===== src/sv/fira_pkg.sv =====
// Shared constants, codes and types for the FIR filter with addend.
package fira_pkg;

  localparam int NTAPS     = 16;
  localparam int DLY_DEPTH = NTAPS + 1;
  localparam int IDX_W     = $clog2(DLY_DEPTH);
  localparam int FILL_W    = $clog2(DLY_DEPTH + 1);
  localparam int CI_W      = (NTAPS > 1) ? $clog2(NTAPS) : 1;

  localparam int SMP_W     = 16;
  localparam int TAP_W     = 5;
  localparam int CIDX_W    = 4;
  localparam int PROD_W    = 2 * SMP_W;
  localparam int ACC_W     = PROD_W + 1 + $clog2(NTAPS + 1);
  localparam int FILT_W    = 23;
  localparam int SUM_W     = (ACC_W - 14 > FILT_W + 1) ? ACC_W - 14 : FILT_W + 1;
  localparam int FILT_MAX  = 4194303;
  localparam int FILT_MIN  = -4194304;

  localparam int IN_DATA_W  = 56;
  localparam int OUT_DATA_W = 40;
  localparam int CFG_IDX_W  = 2;
  localparam int CFG_DATA_W = 5;

  typedef enum logic [CFG_IDX_W-1:0] {
    REG_TAP_COUNT    = 2'd0,
    REG_USE_ADDEND   = 2'd1,
    REG_EMIT_DELAYED = 2'd2
  } cfg_reg_t;

  typedef enum logic {
    KIND_SAMPLE = 1'b0,
    KIND_LOAD   = 1'b1
  } kind_t;

  typedef struct packed {
    logic vld;
    logic first;
    logic prod;
    logic last;
  } mac_tag_t;

  typedef struct packed {
    logic                    done;
    logic signed [ACC_W-1:0] acc;
    logic signed [SMP_W-1:0] delayed;
  } mac_res_t;

endpackage


===== src/sv/fira_dly_mem.sv =====
// Circular sample memory holding the delay line, addressed by sample age.
module fira_dly_mem (
  input  logic                                clk,
  input  logic                                rst,
  input  logic                                wr_en,
  input  logic signed [fira_pkg::SMP_W-1:0]   wr_data,
  input  logic                                rd_en,
  input  logic        [fira_pkg::IDX_W-1:0]   rd_age,
  output logic signed [fira_pkg::SMP_W-1:0]   rd_data
);

  localparam int DEPTH = fira_pkg::DLY_DEPTH;
  localparam int AW    = fira_pkg::IDX_W;

  logic signed [fira_pkg::SMP_W-1:0] mem [DEPTH];
  logic [AW-1:0]                     wp;
  logic [AW-1:0]                     wp_next;
  logic [fira_pkg::FILL_W-1:0]       fill;
  logic [AW-1:0]                     rd_addr;
  logic [AW:0]                       wrap_addr;
  logic signed [fira_pkg::SMP_W-1:0] rd_q;
  logic                              rd_ok;

  assign wp_next   = (wp == AW'(DEPTH - 1)) ? '0 : wp + 1'b1;
  assign wrap_addr = {1'b0, wp} + (AW + 1)'(DEPTH) - {1'b0, rd_age};
  assign rd_addr   = (wp >= rd_age) ? wp - rd_age : wrap_addr[AW-1:0];
  assign rd_data   = rd_ok ? rd_q : '0;

  always_ff @(posedge clk) begin
    if (wr_en) begin
      mem[wp_next] <= wr_data;
    end
    if (rd_en) begin
      rd_q <= mem[rd_addr];
    end
  end

  always_ff @(posedge clk) begin
    if (rst) begin
      wp    <= '0;
      fill  <= '0;
      rd_ok <= 1'b0;
    end else begin
      if (wr_en) begin
        wp <= wp_next;
        if (fill != fira_pkg::FILL_W'(DEPTH)) begin
          fill <= fill + 1'b1;
        end
      end
      if (rd_en) begin
        rd_ok <= fira_pkg::FILL_W'(rd_age) < fill;
      end
    end
  end

endmodule


===== src/sv/fira_coef_mem.sv =====
// Coefficient memory with one valid bit per entry so unwritten entries read as zero.
module fira_coef_mem (
  input  logic                                clk,
  input  logic                                rst,
  input  logic                                wr_en,
  input  logic        [fira_pkg::CI_W-1:0]    wr_idx,
  input  logic signed [fira_pkg::SMP_W-1:0]   wr_data,
  input  logic                                rd_en,
  input  logic        [fira_pkg::CI_W-1:0]    rd_idx,
  output logic signed [fira_pkg::SMP_W-1:0]   rd_data
);

  logic signed [fira_pkg::SMP_W-1:0] mem [fira_pkg::NTAPS];
  logic [fira_pkg::NTAPS-1:0]        written;
  logic signed [fira_pkg::SMP_W-1:0] rd_q;
  logic                              rd_ok;

  assign rd_data = rd_ok ? rd_q : '0;

  always_ff @(posedge clk) begin
    if (wr_en) begin
      mem[wr_idx] <= wr_data;
    end
    if (rd_en) begin
      rd_q <= mem[rd_idx];
    end
  end

  always_ff @(posedge clk) begin
    if (rst) begin
      written <= '0;
      rd_ok   <= 1'b0;
    end else begin
      if (wr_en) begin
        written[wr_idx] <= 1'b1;
      end
      if (rd_en) begin
        rd_ok <= written[rd_idx];
      end
    end
  end

endmodule


===== src/sv/fira_mac.sv =====
// Shared multiply-accumulate pipeline that sums one tap product per cycle.
module fira_mac (
  input  logic                                clk,
  input  logic                                rst,
  input  fira_pkg::mac_tag_t                  tag,
  input  logic signed [fira_pkg::SMP_W-1:0]   coef,
  input  logic signed [fira_pkg::SMP_W-1:0]   smp,
  output fira_pkg::mac_res_t                  res
);

  fira_pkg::mac_tag_t                 tag_a;
  fira_pkg::mac_tag_t                 tag_b;
  logic signed [fira_pkg::PROD_W-1:0] prod;
  logic signed [fira_pkg::ACC_W-1:0]  acc;
  logic signed [fira_pkg::SMP_W-1:0]  delayed;
  logic                               done;

  assign res.done    = done;
  assign res.acc     = acc;
  assign res.delayed = delayed;

  always_ff @(posedge clk) begin
    if (tag_a.prod) begin
      prod <= coef * smp;
    end else begin
      prod <= '0;
    end
    if (tag_a.vld && tag_a.last) begin
      delayed <= smp;
    end
    if (tag_b.vld) begin
      if (tag_b.first) begin
        acc <= fira_pkg::ACC_W'(prod);
      end else begin
        acc <= acc + fira_pkg::ACC_W'(prod);
      end
    end
  end

  always_ff @(posedge clk) begin
    if (rst) begin
      tag_a <= '0;
      tag_b <= '0;
      done  <= 1'b0;
    end else begin
      tag_a <= tag;
      tag_b <= tag_a;
      done  <= tag_b.vld && tag_b.last;
    end
  end

endmodule


===== src/sv/fir_filter_with_addend.sv =====
// Top level of the FIR filter with addend: sequencer, registers and stream ports.
//
//  Port group  Direction  Word contents
//  s_axis      in         tuser kind; tdata sample, addend, coef_index, coef_value
//  m_axis      out        tdata filtered, delayed_sample
//  cfg         in         cfg_index selects tap_count, use_addend or emit_delayed
//
// A sample word passes through the RUN, DRAIN and WAIT states to a result in
// the output register, and the next word is accepted once the sequencer is idle
// again. With n the clamped tap count, the sequencer issues one memory read for
// each of the n taps plus one for the delayed sample through the single MAC.
// Reset clears the control registers, loads tap_count with 16 and clears the valid
// state of both memories at once. The output register lets the next word be
// accepted while a result waits for m_axis_tready; a second finished result
// holds the sequencer and keeps s_axis_tready low until the register frees up.
module fir_filter_with_addend (
  input  logic                                  clk,
  input  logic                                  rst,
  input  logic                                  s_axis_tvalid,
  output logic                                  s_axis_tready,
  // [15:0] sample, [31:16] addend, [35:32] coef_index, [51:36] coef_value
  input  logic [fira_pkg::IN_DATA_W-1:0]        s_axis_tdata,
  // [0] kind
  input  logic [0:0]                            s_axis_tuser,
  output logic                                  m_axis_tvalid,
  input  logic                                  m_axis_tready,
  // [22:0] filtered, [38:23] delayed_sample
  output logic [fira_pkg::OUT_DATA_W-1:0]       m_axis_tdata,
  input  logic                                  cfg_valid,
  output logic                                  cfg_ready,
  input  logic [fira_pkg::CFG_IDX_W-1:0]        cfg_index,
  input  logic [fira_pkg::CFG_DATA_W-1:0]       cfg_data
);

  typedef enum logic [1:0] {
    ST_IDLE,
    ST_RUN,
    ST_DRAIN,
    ST_WAIT
  } state_t;

  state_t                              state;
  logic [fira_pkg::TAP_W-1:0]          tap_count;
  logic                                use_addend;
  logic                                emit_delayed;
  logic [fira_pkg::IDX_W-1:0]          n;
  logic [fira_pkg::IDX_W-1:0]          j;
  logic signed [fira_pkg::SMP_W-1:0]   addend;
  logic signed [fira_pkg::FILT_W-1:0]  res_filt;
  logic signed [fira_pkg::SMP_W-1:0]   res_dly;
  logic signed [fira_pkg::FILT_W-1:0]  out_filt;
  logic signed [fira_pkg::SMP_W-1:0]   out_dly;

  logic                                in_acc;
  logic                                is_load;
  logic signed [fira_pkg::SMP_W-1:0]   in_sample;
  logic signed [fira_pkg::SMP_W-1:0]   in_addend;
  logic [fira_pkg::CIDX_W-1:0]         in_cidx;
  logic signed [fira_pkg::SMP_W-1:0]   in_cval;
  logic                                coef_we;
  logic                                dly_we;
  logic                                issue;
  fira_pkg::mac_tag_t                  tag;
  fira_pkg::mac_res_t                  mac_res;
  logic signed [fira_pkg::SMP_W-1:0]   coef_rd;
  logic signed [fira_pkg::SMP_W-1:0]   dly_rd;
  logic [fira_pkg::IDX_W-1:0]          n_next;
  logic signed [fira_pkg::ACC_W-16:0]  shifted;
  logic signed [fira_pkg::SMP_W-1:0]   add_eff;
  logic signed [fira_pkg::SUM_W-1:0]   sum;
  logic signed [fira_pkg::FILT_W-1:0]  sat;
  logic                                out_free;
  logic                                out_load;

  assign s_axis_tready = (state == ST_IDLE) && !rst;
  assign cfg_ready     = !rst;
  assign in_acc        = s_axis_tvalid && s_axis_tready;
  assign is_load       = (fira_pkg::kind_t'(s_axis_tuser[0]) == fira_pkg::KIND_LOAD);
  assign in_sample     = s_axis_tdata[15:0];
  assign in_addend     = s_axis_tdata[31:16];
  assign in_cidx       = s_axis_tdata[35:32];
  assign in_cval       = s_axis_tdata[51:36];

  assign coef_we = in_acc && is_load && (32'(in_cidx) < 32'(fira_pkg::NTAPS));
  assign dly_we  = in_acc && !is_load;
  assign issue   = (state == ST_RUN);

  assign n_next = (32'(tap_count) > 32'(fira_pkg::NTAPS)) ?
                  fira_pkg::IDX_W'(fira_pkg::NTAPS) : fira_pkg::IDX_W'(tap_count);

  assign tag.vld   = issue;
  assign tag.first = (j == '0);
  assign tag.prod  = (j < n);
  assign tag.last  = (j == n);

  assign shifted  = mac_res.acc[fira_pkg::ACC_W-1:15];
  assign add_eff  = use_addend ? addend : '0;
  assign sum      = fira_pkg::SUM_W'(shifted) + fira_pkg::SUM_W'(add_eff);
  assign out_free = !m_axis_tvalid || m_axis_tready;
  assign out_load = (state == ST_WAIT) && out_free;

  always_comb begin
    if (sum > fira_pkg::SUM_W'(fira_pkg::FILT_MAX)) begin
      sat = fira_pkg::FILT_W'(fira_pkg::FILT_MAX);
    end else if (sum < fira_pkg::SUM_W'(fira_pkg::FILT_MIN)) begin
      sat = fira_pkg::FILT_W'(fira_pkg::FILT_MIN);
    end else begin
      sat = sum[fira_pkg::FILT_W-1:0];
    end
  end

  assign m_axis_tdata = {1'b0, out_dly, out_filt};

  fira_coef_mem u_coef (
    .clk     (clk),
    .rst     (rst),
    .wr_en   (coef_we),
    .wr_idx  (fira_pkg::CI_W'(in_cidx)),
    .wr_data (in_cval),
    .rd_en   (issue),
    .rd_idx  (j[fira_pkg::CI_W-1:0]),
    .rd_data (coef_rd)
  );

  fira_dly_mem u_dly (
    .clk     (clk),
    .rst     (rst),
    .wr_en   (dly_we),
    .wr_data (in_sample),
    .rd_en   (issue),
    .rd_age  (j),
    .rd_data (dly_rd)
  );

  fira_mac u_mac (
    .clk  (clk),
    .rst  (rst),
    .tag  (tag),
    .coef (coef_rd),
    .smp  (dly_rd),
    .res  (mac_res)
  );

  always_ff @(posedge clk) begin
    if (rst) begin
      state         <= ST_IDLE;
      tap_count     <= fira_pkg::TAP_W'(16);
      use_addend    <= 1'b0;
      emit_delayed  <= 1'b0;
      m_axis_tvalid <= 1'b0;
      n             <= '0;
      j             <= '0;
    end else begin
      if (cfg_valid && cfg_ready) begin
        unique case (fira_pkg::cfg_reg_t'(cfg_index))
          fira_pkg::REG_TAP_COUNT:    tap_count    <= cfg_data;
          fira_pkg::REG_USE_ADDEND:   use_addend   <= cfg_data[0];
          fira_pkg::REG_EMIT_DELAYED: emit_delayed <= cfg_data[0];
          default: ;
        endcase
      end
      if (out_load) begin
        m_axis_tvalid <= 1'b1;
      end else if (m_axis_tvalid && m_axis_tready) begin
        m_axis_tvalid <= 1'b0;
      end
      unique case (state)
        ST_IDLE: begin
          if (in_acc && !is_load) begin
            addend <= in_addend;
            n      <= n_next;
            j      <= '0;
            state  <= ST_RUN;
          end
        end
        ST_RUN: begin
          if (j == n) begin
            state <= ST_DRAIN;
          end else begin
            j <= j + 1'b1;
          end
        end
        ST_DRAIN: begin
          if (mac_res.done) begin
            res_filt <= sat;
            res_dly  <= emit_delayed ? mac_res.delayed : '0;
            state    <= ST_WAIT;
          end
        end
        ST_WAIT: begin
          if (out_free) begin
            out_filt <= res_filt;
            out_dly  <= res_dly;
            state    <= ST_IDLE;
          end
        end
        default: state <= ST_IDLE;
      endcase
    end
  end

endmodule

===== config.mk =====
export PLATFORM = sky130hd
export DESIGN_NAME = fir_filter_with_addend
export DESIGN_NICKNAME = d
export VERILOG_FILES = /design/src/sv/fira_pkg.sv /design/src/sv/fira_dly_mem.sv /design/src/sv/fira_coef_mem.sv /design/src/sv/fira_mac.sv /design/src/sv/fir_filter_with_addend.sv
export SDC_FILE = /design/constraint.sdc
export NUM_CORES = 2
export LEC_CHECK = 0
export BUFFER_PORTS_ARGS = -buffer_cell sky130_fd_sc_hd__buf_2
export CORE_ASPECT_RATIO = 0.7
export CORE_UTILIZATION = 64
export CTS_CLUSTER_SIZE = 20
export DETAILED_ROUTE_END_ITERATION = 7
export GPL_TIMING_DRIVEN = 0
export PLACE_DENSITY = 0.77
export SLEW_MARGIN = 0
export SYNTH_ARGS = -nofsm -noshare
export SYNTH_HDL_FRONTEND = slang
export SYNTH_HIERARCHICAL = 1
export SYNTH_SLANG_ARGS = --single-unit

===== constraint.sdc =====
create_clock -name clk -period 7.3 [get_ports clk]
set_input_delay 0.365 -clock clk [delete_from_list [all_inputs] [get_ports clk]]
set_output_delay 0.365 -clock clk [all_outputs]
set_load 0.03 [all_outputs]

==> run_summary.xml <==
<?xml version="1.0" encoding="UTF-8"?>
<metrics>
  <group name="run_status">
    <metric name="outcome" unit="">finished clean</metric>
  </group>
  <group name="clock_network">
    <metric name="cts_inserted_buffers" unit="">74</metric>
    <metric name="htree_levels" unit="">3</metric>
    <metric name="numClockSinks" unit="">796</metric>
    <metric name="clock_tree.buffer_depth" unit="">3</metric>
    <metric name="cts_root_buffer" unit="">clkbuf_16</metric>
    <metric name="clk_transition_reported_paths" unit="ns">0.07</metric>
    <metric name="tritoncts_clock_tree" unit="">built</metric>
    <metric name="cts_post_setup_buffers_inserted" unit="">0</metric>
    <metric name="worst_skew_pair.late_latency" unit="ns">0.67</metric>
  </group>
  <group name="sta">
    <metric name="post-route-worst-setup-slack" unit="ns">0.225</metric>
    <metric name="slew_headroom" unit="%">23.0</metric>
    <metric name="timing.hold.ws" unit="ns">0.0470</metric>
    <metric name="max_freq" unit="MHz">141</metric>
    <metric name="final_hold_viol_count" unit="">0</metric>
    <metric name="final-max-slew-violation-count" unit="">0</metric>
    <metric name="grt_setup_unrepaired" unit="">false</metric>
    <metric name="post-route-period-util" unit="%">96.9</metric>
    <metric name="setup-tns-final" unit="ns">0</metric>
    <metric name="finalSetupViolCount" unit="">0</metric>
    <metric name="finClkSkew" unit="ns">0.0575</metric>
    <metric name="worst_slew_pin_slew" unit="ns">1.13</metric>
    <metric name="period_minus_slack" unit="ns">7.08</metric>
  </group>
  <group name="global_routing">
    <metric name="grt_first_pass_wirelength" unit="um">176000</metric>
    <metric name="grt_start_max_net_pins" unit="">40</metric>
    <metric name="globalRouteTotalUtil" unit="%">33.6</metric>
    <metric name="grt_antenna_before_repair" unit="">8</metric>
    <metric name="vias_in_the_first_global_route" unit="">29800</metric>
    <metric name="remaining_global_route_overflow" unit="">0</metric>
  </group>
  <group name="logic_synthesis">
    <metric name="yosys_register_bits" unit="">796</metric>
    <metric name="synth_area_per_cell" unit="um^2">13.0</metric>
    <metric name="seq_area_frac_synth" unit="%">52.0</metric>
    <metric name="synth_cells" unit="">3400</metric>
    <metric name="yosysWarnings" unit="">6</metric>
    <metric name="synth-edff-count" unit="">708</metric>
    <metric name="commonest_register_cell_after_synthesis" unit="">edfxtp_1</metric>
    <metric name="postSynth.asyncResetShare" unit="%">0</metric>
    <metric name="yosys.cell_types.count" unit="">102</metric>
    <metric name="mappedNetlistArea" unit="um^2">44300</metric>
    <metric name="synthTopCellsByArea" unit="">edfxtp_1 48%, fa_1 12%, ha_1 4.7%</metric>
    <metric name="netlist.area_leader.share" unit="%">48.0</metric>
    <metric name="leading_area_contributor_after_synthesis" unit="">edfxtp_1</metric>
    <metric name="mappedNetlistNets" unit="">3901</metric>
  </group>
  <group name="run">
    <metric name="cap_viol_max_count" unit="">0</metric>
  </group>
  <group name="floorplanning">
    <metric name="x_dimension_of_the_die" unit="um">316</metric>
    <metric name="fp.dieArea" unit="um^2">70200</metric>
    <metric name="initial_utilization" unit="%">64.9</metric>
    <metric name="placementRows" unit="">80</metric>
    <metric name="fp.coreArea" unit="um^2">68300</metric>
    <metric name="io_pins" unit="">112</metric>
    <metric name="floorplan.die.height" unit="um">222</metric>
  </group>
  <group name="finish">
    <metric name="n_fill_cell" unit="">4555</metric>
    <metric name="area_of_the_multi_input_gates" unit="um^2">19400</metric>
    <metric name="ff_latch_area" unit="um^2">23000</metric>
    <metric name="signed_area_change_from_the_synthesized_netlist_to_the_final_layout" unit="%">11.3</metric>
    <metric name="final_core_util" unit="%">72.2</metric>
    <metric name="drive_above_1_share" unit="%">13.8</metric>
    <metric name="layout.nets" unit="">4132</metric>
    <metric name="final_cell_count_no_fill" unit="">4591</metric>
  </group>
  <group name="routing">
    <metric name="initialDrtViolationCount" unit="">3798</metric>
    <metric name="routed_wire_length" unit="um">115000</metric>
    <metric name="routed_wire_length_per_instance" unit="um">25.1</metric>
    <metric name="vias" unit="">29400</metric>
    <metric name="drc" unit="">0</metric>
    <metric name="dr.pass1.iters" unit="">6</metric>
    <metric name="route.detailed.vias_per_inst" unit="">6.40</metric>
    <metric name="route.antenna.remaining_nets" unit="">0</metric>
  </group>
  <group name="worst_setup_path">
    <metric name="timing.critical_path.arrival" unit="ns">7.54</metric>
    <metric name="worst_r2r_path_depth" unit="">22</metric>
    <metric name="critical_path_launch_point_type" unit="">flip-flop</metric>
    <metric name="timing.setup.critical_path_class" unit="">flip-flop to flip-flop</metric>
    <metric name="worst-r2r-setup-slack" unit="ns">0.22</metric>
    <metric name="critical_path.endpoint_type" unit="">flip-flop</metric>
    <metric name="worst_r2r_dst" unit="">u_mac/prod[30]$_SDFF_PN0_</metric>
    <metric name="worstPathMaxFanout" unit="">10</metric>
    <metric name="timing.rr.start" unit="">u_coef/rd_ok$_SDFFE_PP0P_</metric>
    <metric name="worst_ep_required_time" unit="ns">7.77</metric>
  </group>
  <group name="placement">
    <metric name="buffer_ports.inserted" unit="">106</metric>
    <metric name="cell_count_post_placement" unit="">4442</metric>
    <metric name="post-dp-hpwl" unit="um">82100</metric>
    <metric name="gp_congestion" unit="">0.977</metric>
    <metric name="preCtsSetupSlack" unit="ns">-0.732</metric>
  </group>
  <group name="power">
    <metric name="part_of_the_power_in_the_clock_network" unit="%">39.3</metric>
    <metric name="cellLeakagePower" unit="nW">18.9</metric>
    <metric name="ir_worst_vdd" unit="V">0.000290</metric>
    <metric name="seq_power_share" unit="%">52.6</metric>
    <metric name="p_int" unit="W">0.00746</metric>
    <metric name="power_frac_comb" unit="%">8.2</metric>
    <metric name="pwr_density_cell" unit="nW/um^2">199</metric>
    <metric name="sw_frac_of_total" unit="%">24.0</metric>
    <metric name="netSwitchingPower" unit="W">0.00236</metric>
  </group>
  <group name="min_path">
    <metric name="min_from" unit="">cfg_data[0]</metric>
    <metric name="min_path_type" unit="">input pin to flip-flop</metric>
    <metric name="hold_path_end" unit="">tap_count[0]$_SDFFE_PP0P_</metric>
    <metric name="timing.hold.worst_path_depth" unit="">3</metric>
  </group>
</metrics>
[critical path, stage by stage (launching register included)]
cell	delay [ns]
dfxtp_2	0.41
clkbuf_2	0.21
and2_2	0.30
clkbuf_4	0.29
nand2_1	0.10
fa_1	0.52
fa_1	0.53
fa_1	0.52
inv_1	0.06
fa_1	0.51
fa_1	0.50
inv_1	0.05
fa_1	0.48
inv_1	0.04
ha_1	0.33
and3_1	0.22
a311o_1	0.41
o32ai_4	0.30
o21a_2	0.26
o311ai_4	0.14
a22oi_1	0.28
mux2i_1	0.23
o311ai_1	0.17
[timing repair]
item                                    in CTS  in global routing
gates resized for setup                     46                 27
hold buffers                                17                  0
endpoints found under the hold margin       17                  0
endpoints found under the setup margin      14                  7
[power by group through the flow]
| stage | Combinational (W) | Sequential (W) | Clock (W) |
|---|---|---|---|
| final | 0.000802 | 0.00516 | 0.00386 |
| after global routing | 0.000852 | 0.00517 | 0.00405 |
| after global placement | 0.000707 | 0.00526 | 0 |
| after detailed placement | 0.000765 | 0.00526 | 0 |
| after floorplan | 0.000453 | 0.00525 | 0 |
| after CTS | 0.000783 | 0.00516 | 0.00388 |
[cell usage after synthesis, drive strengths merged, types with 82 or more instances]
cell      n
edfxtp  708
inv     344
fa      267
nand2   219
and2    198
nor2    180
ha      165
o21ai   136
clkbuf  111
a21oi    98
and3     97
a211oi   91
dfxtp    88
mux4     82
[per-stage QoR]
step                      instance area [um^2]  total power, W
after floorplan                          44300         0.00570
after global placement                   45900         0.00597
after detailed placement                 46500         0.00602
after CTS                                49200         0.00982
after global routing                     49300          0.0101
final                                    49300         0.00982
[flip-flops by register name, indices dropped and copies added (netlist names), 23 cells and up]
name,count
u_dly/mem,272
u_coef/mem,256
u_mac/acc,38
out_filt,23
res_filt,23
u_mac/prod,32
[logic make-up after synthesis]
kind of cell	Yosys count	synth area share (%)
fa+ha+maj	433	16.8
mux	124	5.28
compound gates	557	9.01
other cells	1	0.00847
xor+xnor	86	1.70
flops	796	52.0
buf+inv	503	4.64
simple gates	900	10.6
[layout by cell type, fill, tap and decap left out, drive strengths merged, types with 16 or more instances in the layout]
master       instances
a2111oi             16
a211oi              91
a21o                34
a21oi               98
a221o               18
a32o                16
a32oi               17
and2               198
and3                97
buf                187
clkbuf             206
clkinv              23
dfxtp               88
dlygate4sd3         17
edfxtp             708
fa                 267
ha                 165
inv                346
mux2i               38
mux4                82
nand2              219
nand2b              19
nand3               42
nor2               180
nor2b               27
nor3                35
nor4b               21
o211ai              24
o21ai              136
xnor2               46
xor2                40
[worst max-delay path by stage]
| stage | end | slack, ns | depth (start not counted) | startpoint |
|---|---|---|---|---|
| global placement | u_mac/prod[30]$_SDFF_PN0_ | -0.61 | 24 | u_dly/rd_ok$_SDFFE_PP0P_ |
| floorplan | u_mac/prod[30]$_SDFF_PN0_ | 0.87 | 22 | u_coef/rd_ok$_SDFFE_PP0P_ |
| detailed placement | u_mac/prod[30]$_SDFF_PN0_ | -0.73 | 24 | u_dly/rd_ok$_SDFFE_PP0P_ |
| global route | u_mac/prod[30]$_SDFF_PN0_ | 0.004 | 22 | u_coef/rd_ok$_SDFFE_PP0P_ |
| CTS | u_mac/prod[30]$_SDFF_PN0_ | 0.03 | 22 | u_coef/rd_ok$_SDFFE_PP0P_ |
| finish | u_mac/prod[30]$_SDFF_PN0_ | 0.22 | 22 | u_coef/rd_ok$_SDFFE_PP0P_ |
[layout make-up]
cell class | instances | share of cell area [%]
Tap cell | 902 | 2.29
Timing Repair Buffer | 157 | 2.46
Buffer | 157 | 1.63
Multi-Input combinational cell | 2101 | 39.3
Clock buffer | 99 | 4.10
Inverter | 344 | 2.62
Antenna cell | 3 | 0.0152
Sequential cell | 796 | 46.7
Clock inverter | 32 | 0.803
[metal layers]
| metal | global-route usage (%) | part of all wire, % |
|---|---|---|
| met1 | 50.2 | 41 |
| met2 | 49.9 | 45 |
| met3 | 7.62 | 11 |
| met4 | 9.46 | 2.6 |
| met5 | 0 | 0.047 |
Power figures use the tool's default switching activity.
